### src/rtl/ihct_pkg.sv
// shared types, constants and helpers for the inner hair cell transmitter model
`timescale 1ns / 1ps
package ihct_pkg;

  localparam int NUM_W   = 64;
  localparam int DEN_W   = 40;
  localparam int CNT_W   = $clog2(NUM_W);
  localparam int Q_W     = 46;
  localparam int POOL_W  = 32;
  localparam int RATE_W  = 18;
  localparam int OUT_W   = 24;
  localparam int FRAC_W  = 24;
  localparam int K_W     = 25;
  localparam int EJECT_W = 33;
  localparam int SUM_W   = 49;
  localparam int DEF_SAMPLE_WIDTH = 24;

  localparam logic [RATE_W-1:0] RATE_RESET = 18'd44100;
  localparam logic [23:0] OFFSET_A   = 24'd327680;    // 5 in q16
  localparam logic [31:0] HALF_SAT_B = 32'd19660800;  // 300 in q16
  localparam logic [15:0] PERM_G     = 16'd2000;
  localparam logic [15:0] REPL_NUM   = 16'd505;
  localparam logic [15:0] REPR_NUM   = 16'd6631;
  localparam logic [6:0]  RATE_DEN   = 7'd100;
  localparam logic [15:0] LOSS_L     = 16'd2500;
  localparam logic [15:0] REUP_R     = 16'd6580;
  localparam logic [15:0] GAIN_H     = 16'd50000;
  localparam logic [K_W-1:0] ONE_Q24 = 25'h1000000;
  localparam logic [OUT_W-1:0] OUT_MAX = 24'hFFFFFF;

  localparam logic [63:0] REST_DEN  = 64'd38985470;
  localparam logic [63:0] REST_SDEN = 64'd38985470 * 64'd6631;
  localparam logic [63:0] REST_FREE_W =
    (64'd13985470 * 64'd16777216 + REST_DEN / 64'd2) / REST_DEN;
  localparam logic [63:0] REST_CLEFT_W =
    (64'd50500 * 64'd16777216 + REST_DEN / 64'd2) / REST_DEN;
  localparam logic [63:0] REST_STORE_W =
    (64'd33229000000 * 64'd16777216 + REST_SDEN / 64'd2) / REST_SDEN;
  localparam logic [POOL_W-1:0] REST_FREE  = REST_FREE_W[POOL_W-1:0];
  localparam logic [POOL_W-1:0] REST_CLEFT = REST_CLEFT_W[POOL_W-1:0];
  localparam logic [POOL_W-1:0] REST_STORE = REST_STORE_W[POOL_W-1:0];

  // one divide per rate term, run in this order
  typedef enum logic [2:0] {
    OP_FRAC = 3'd0,
    OP_K    = 3'd1,
    OP_REPL = 3'd2,
    OP_LOSS = 3'd3,
    OP_REUP = 3'd4,
    OP_REPR = 3'd5
  } op_e;

  typedef struct packed {
    logic load;
    logic start;
    logic save;
    logic eject;
    logic update;
    logic emit;
    op_e  op;
  } cmd_t;

  typedef struct packed {
    logic div_done;
    logic out_full;
  } status_t;

  function automatic logic [POOL_W-1:0] clamp_pool(input logic signed [SUM_W-1:0] v);
    logic [POOL_W-1:0] r;
    if (v < 0) begin
      r = '0;
    end else if (v > $signed({{(SUM_W-POOL_W){1'b0}}, {POOL_W{1'b1}}})) begin
      r = '1;
    end else begin
      r = v[POOL_W-1:0];
    end
    return r;
  endfunction

endpackage

### src/rtl/ihct_div.sv
// restoring divider, one quotient bit per cycle
`timescale 1ns / 1ps
module ihct_div
  import ihct_pkg::*;
(
  input  logic             clk_i,
  input  logic             rst_ni,
  input  logic             start_i,
  input  logic [NUM_W-1:0] num_i,
  input  logic [DEN_W-1:0] den_i,
  output logic             done_o,
  output logic [NUM_W-1:0] quo_o
);

  logic [NUM_W-1:0] quo_q, quo_d;
  logic [DEN_W-1:0] rem_q, rem_d;
  logic [DEN_W-1:0] den_q;
  logic [CNT_W-1:0] cnt_q, cnt_d;
  logic             run_q, run_d;
  logic             done_q, done_d;
  logic [DEN_W:0]   shifted;
  logic [DEN_W:0]   diff;
  logic             ge;

  assign shifted = {rem_q, quo_q[NUM_W-1]};
  assign ge      = shifted >= {1'b0, den_q};
  assign diff    = shifted - {1'b0, den_q};

  always_comb begin
    quo_d  = quo_q;
    rem_d  = rem_q;
    cnt_d  = cnt_q;
    run_d  = run_q;
    done_d = 1'b0;
    if (start_i) begin
      quo_d = num_i;
      rem_d = '0;
      cnt_d = '0;
      run_d = 1'b1;
    end else if (run_q) begin
      quo_d = {quo_q[NUM_W-2:0], ge};
      rem_d = ge ? diff[DEN_W-1:0] : shifted[DEN_W-1:0];
      cnt_d = cnt_q + 1'b1;
      if (cnt_q == CNT_W'(NUM_W - 1)) begin
        run_d  = 1'b0;
        done_d = 1'b1;
      end
    end
  end

  always_ff @(posedge clk_i or negedge rst_ni) begin
    if (!rst_ni) begin
      run_q  <= 1'b0;
      done_q <= 1'b0;
      cnt_q  <= '0;
    end else begin
      run_q  <= run_d;
      done_q <= done_d;
      cnt_q  <= cnt_d;
    end
  end

  always_ff @(posedge clk_i) begin
    quo_q <= quo_d;
    rem_q <= rem_d;
    if (start_i) begin
      den_q <= den_i;
    end
  end

  assign done_o = done_q;
  assign quo_o  = quo_q;

endmodule

### config.mk
export PLATFORM = sky130hd
export DESIGN_NAME = ihct_div
export DESIGN_NICKNAME = d
export VERILOG_FILES = /design/src/rtl/ihct_pkg.sv /design/src/rtl/ihct_div.sv
export SDC_FILE = /design/constraint.sdc
export NUM_CORES = 1
export LEC_CHECK = 0
export BUFFER_PORTS_ARGS = -buffer_cell sky130_fd_sc_hd__buf_2
export CORE_ASPECT_RATIO = 2
export CORE_MARGIN = 3
export CORE_UTILIZATION = 50
export DETAILED_ROUTE_END_ITERATION = 12
export PLACE_DENSITY = 0.74
export SLEW_MARGIN = 20
export SYNTH_ARGS = -nofsm -noshare
export SYNTH_HDL_FRONTEND = slang
export SYNTH_SLANG_ARGS = --single-unit
### constraint.sdc
create_clock -name clk_i -period 6.9 [get_ports clk_i]
set_input_delay 1.38 -clock clk_i [delete_from_list [all_inputs] [get_ports clk_i]]
set_output_delay 1.38 -clock clk_i [all_outputs]
set_load 0.005 [all_outputs]
==> summary.txt <==
STA
  – Tcrit/Tclk final: 56.3%
  – Setup Total Neg Slack: 0 ps
  – Worst slew margin: 37.5%
  – Min Hold Slack: 499 ps
  – Clock skew: 7.75 ps
  – Period minus WS final: 3880 ps
  – Final Hold Vio Count: 0
  – Worst slew pin tran: 938 ps
  – RSZ-0062 raised after global routing: no
  – F_max: 258 MHz
  – Fin. max-slew vios: 0
  – Final setup viols: 0

Placed design
  – Cells after DPL: 1,130
  – Placer Congestion: 0.949
  – Buffers on Ports: 171
  – Final HPWL DP: 15,700 um

Clocking
  – Reg clk slew, reported paths: 60 ps
  – CTS Buffer Depth: 2
  – CTS H-Tree Depth: 4
  – CTS resizes: 0
  – Worst-Skew Late Latency: 430 ps
  – Root Buffer: clkbuf_16
  – Cts hold-fix bufs: 0
  – Post-CTS Setup Bufs: 0
  – Num CTS Buffers: 17
  – Clock sink total: 152
  – CTS tree: built

Routing
  – Max layer used: met4
  – Initial DRT Pass Iterations: 4
  – Met2 Wirelength: 11,700 um
  – ANT nets after route: 0
  – Via count: 6,791
  – DR vias/cell: 5.84
  – Drt initial violations: 355
  – Drt total wl: 21,400 um
  – Routed length on met3: 1340 um
  – Drt drc: 0
  – M1 WL: 7420 um
  – Routed length per placed instance: 18.4 um

Layout
  – # diodes: 0
  – Core Util, Final: 59.7%
  – Fin cells: 1,162
  – P&R area growth vs syn: 17.5%
  – Post-layout net count: 1,091
  – Share of cells above drive strength 1: 29.5%

Worst hold path
  – Worst hold path cell count: 2
  – Origin of the worst min-delay path: rem_q[1]
  – Min-Delay Path Class: reg2reg
  – Min-Delay Endpoint: rem_q[1]

Synthesis
  – Mapped Cells: 793
  – Number of synthesized flops with an enable pin: 104
  – Avg Cell Area, Syn: 10.8 um^2
  – Async SR Flop Fraction: 5.26%
  – Synth Register Bits: 152
  – Sequential share of the synthesized area: 48.4%
  – Syn_nets: 942
  – Netlist cell types: 70
  – Post-Synthesis Cell Area: 8530 um^2
  – Yosys warns: 0
  – Top_reg_cell synth: edfxtp_1

Flow run
  – Max Cap Viol: 0

Pwr
  – Pwr/cell area: 220 nW/um^2
  – Peak supply drop: 178 uV
  – P_leak: 4.35 nW

Outcome
  – Status: complete, no violations

Worst setup path
  – Reg-to-Reg End: rem_q[36]
  – Critical Path Fanout Max: 44
  – WS Path Type: reg2reg
  – R2r worst-path depth: 11
  – Setup crit end kind: flip-flop
  – Worst Path Arrival: 4210 ps
  – R2R Path Start: den_q[8]
  – Worst reg2reg setup slack: 3020 ps
  – Startpoint Class: flip-flop
  – Critical Path RT: 7230 ps

Floorplan
  – DIE HEIGHT: 191 um
  – # IOs: 172
  – Initial core utilization: 50.9%
  – Core Footprint: 16,800 um^2
  – Num rows: 67
  – Die W: 98.3 um
  – Total die area: 18,800 um^2

Global routing
  – Gr usage total: 23.2%
  – Number of global-route vias before repair: 7,090
  – Antenna violations before repair: 0
  – GRT Residual Overflow: 0
  – Largest net degree at the start of global routing: 79
  – First-pass GRT wire length: 34,400 um
==> layout make-up <==
cell class	count	area [um^2]
repair buffers	174	885
clock inverters	12	103
inverters	56	210
well taps	207	259
clock buffers	20	437
flip-flops and latches	152	4130
fillers	1460	6750
multi-input cells	541	4000
==> cells in the final DEF (no fill, tap or decap), types with 4 or more instances in the layout <==
cell type	instances
a211oi_1	21
a21o_1	13
a21oi_1	44
a311oi_1	14
a31oi_1	8
and3_1	5
buf_2	170
clkbuf_16	17
dfrtp_1	7
dfxtp_1	40
edfxtp_1	104
ha_1	41
inv_1	56
mux2_2	64
mux2i_1	19
nand2_1	55
nand2b_1	5
nand3_1	10
nand4_1	17
nor2_1	59
nor2b_1	5
nor3_1	7
nor4_1	4
o21a_1	7
o21ai_0	42
o21bai_1	7
or3_1	4
xnor2_1	22
xor2_1	14
==> critical path, cell delays in order, from the launching register on <==
cell and delay, ps:
edfxtp_1 330, inv_1 40, ha_1 380, nand4_1 240
nor4_1 380, nand4_1 170, nand4_1 120, nand2_1 470
nor2_8 830, nand3_2 280, nand3b_1 260, o32ai_1 280
==> worst max path at each step <==
stage                         start        end  cells after the start
after global routing       den_q[8]  rem_q[36]                     11
after detailed placement   den_q[8]  rem_q[36]                     11
after CTS                  den_q[8]  rem_q[36]                     11
after floorplan             start_i   quo_o[0]                      2
after global placement    rem_q[29]  rem_q[31]                     10
final                      den_q[8]  rem_q[36]                     11
==> cells by family after synthesis <==
group | synth area share, %
fa+ha+maj | 6.25
buf+inv | 4.78
flops | 48.4
simple gates | 10.7
xor+xnor | 3.70
compound gates | 15.4
mux | 10.8
==> synth_stat cells (8+ instances only) <==
library cell	count	area, um^2
a21oi_1	44	220
nand4_1	17	106
a211oi_1	21	158
nand2_1	56	210
xor2_1	14	123
ha_1	41	513
a21o_1	13	97.6
dfrtp_1	8	200
a31oi_1	8	50.1
dfxtp_1	40	801
buf_2	9	45.0
inv_1	56	210
xnor2_1	22	193
nand3_1	10	50.1
nor2_1	59	221
a311oi_1	14	123
mux2_2	64	721
clkbuf_1	28	105
mux2i_1	19	190
o21ai_0	42	210
edfxtp_1	104	3120
==> per-layer routing <==
| layer | up-vias | track usage [%] |
|---|---|---|
| li1 | 3236 | - |
| met2 | 256 | 42.7 |
| met4 | 0 | 13.1 |
| met1 | 3237 | 23.3 |
| met5 | - | 0 |
| met3 | 62 | 5.86 |
==> sequential cells by signal, indices dropped and copies added (netlist names) <==
name    cells
quo_o      64
den_q      40
done_o      1
run_q       1
rem_q      40
cnt_q       6
==> through the flow <==
step           power [mW]  setup WS, ps  instance area (um^2)
3_3_place_gp         1.35          3190                  9480
2_1_floorplan        1.23          3600                  8530
6_report             2.20          3020                 10000
4_1_cts              2.22          3000                 10000
5_1_grt              2.29          2590                 10000
3_5_place_dp         1.35          3040                  9480
==> where the power goes <==
group	internal, mW	total, mW	switching (mW)
sequential	1.04	1.07	0.0297
combinational	0.126	0.259	0.133
clock	0.494	0.872	0.378
total	1.66	2.20	0.541
Power figures use the tool's default switching activity.
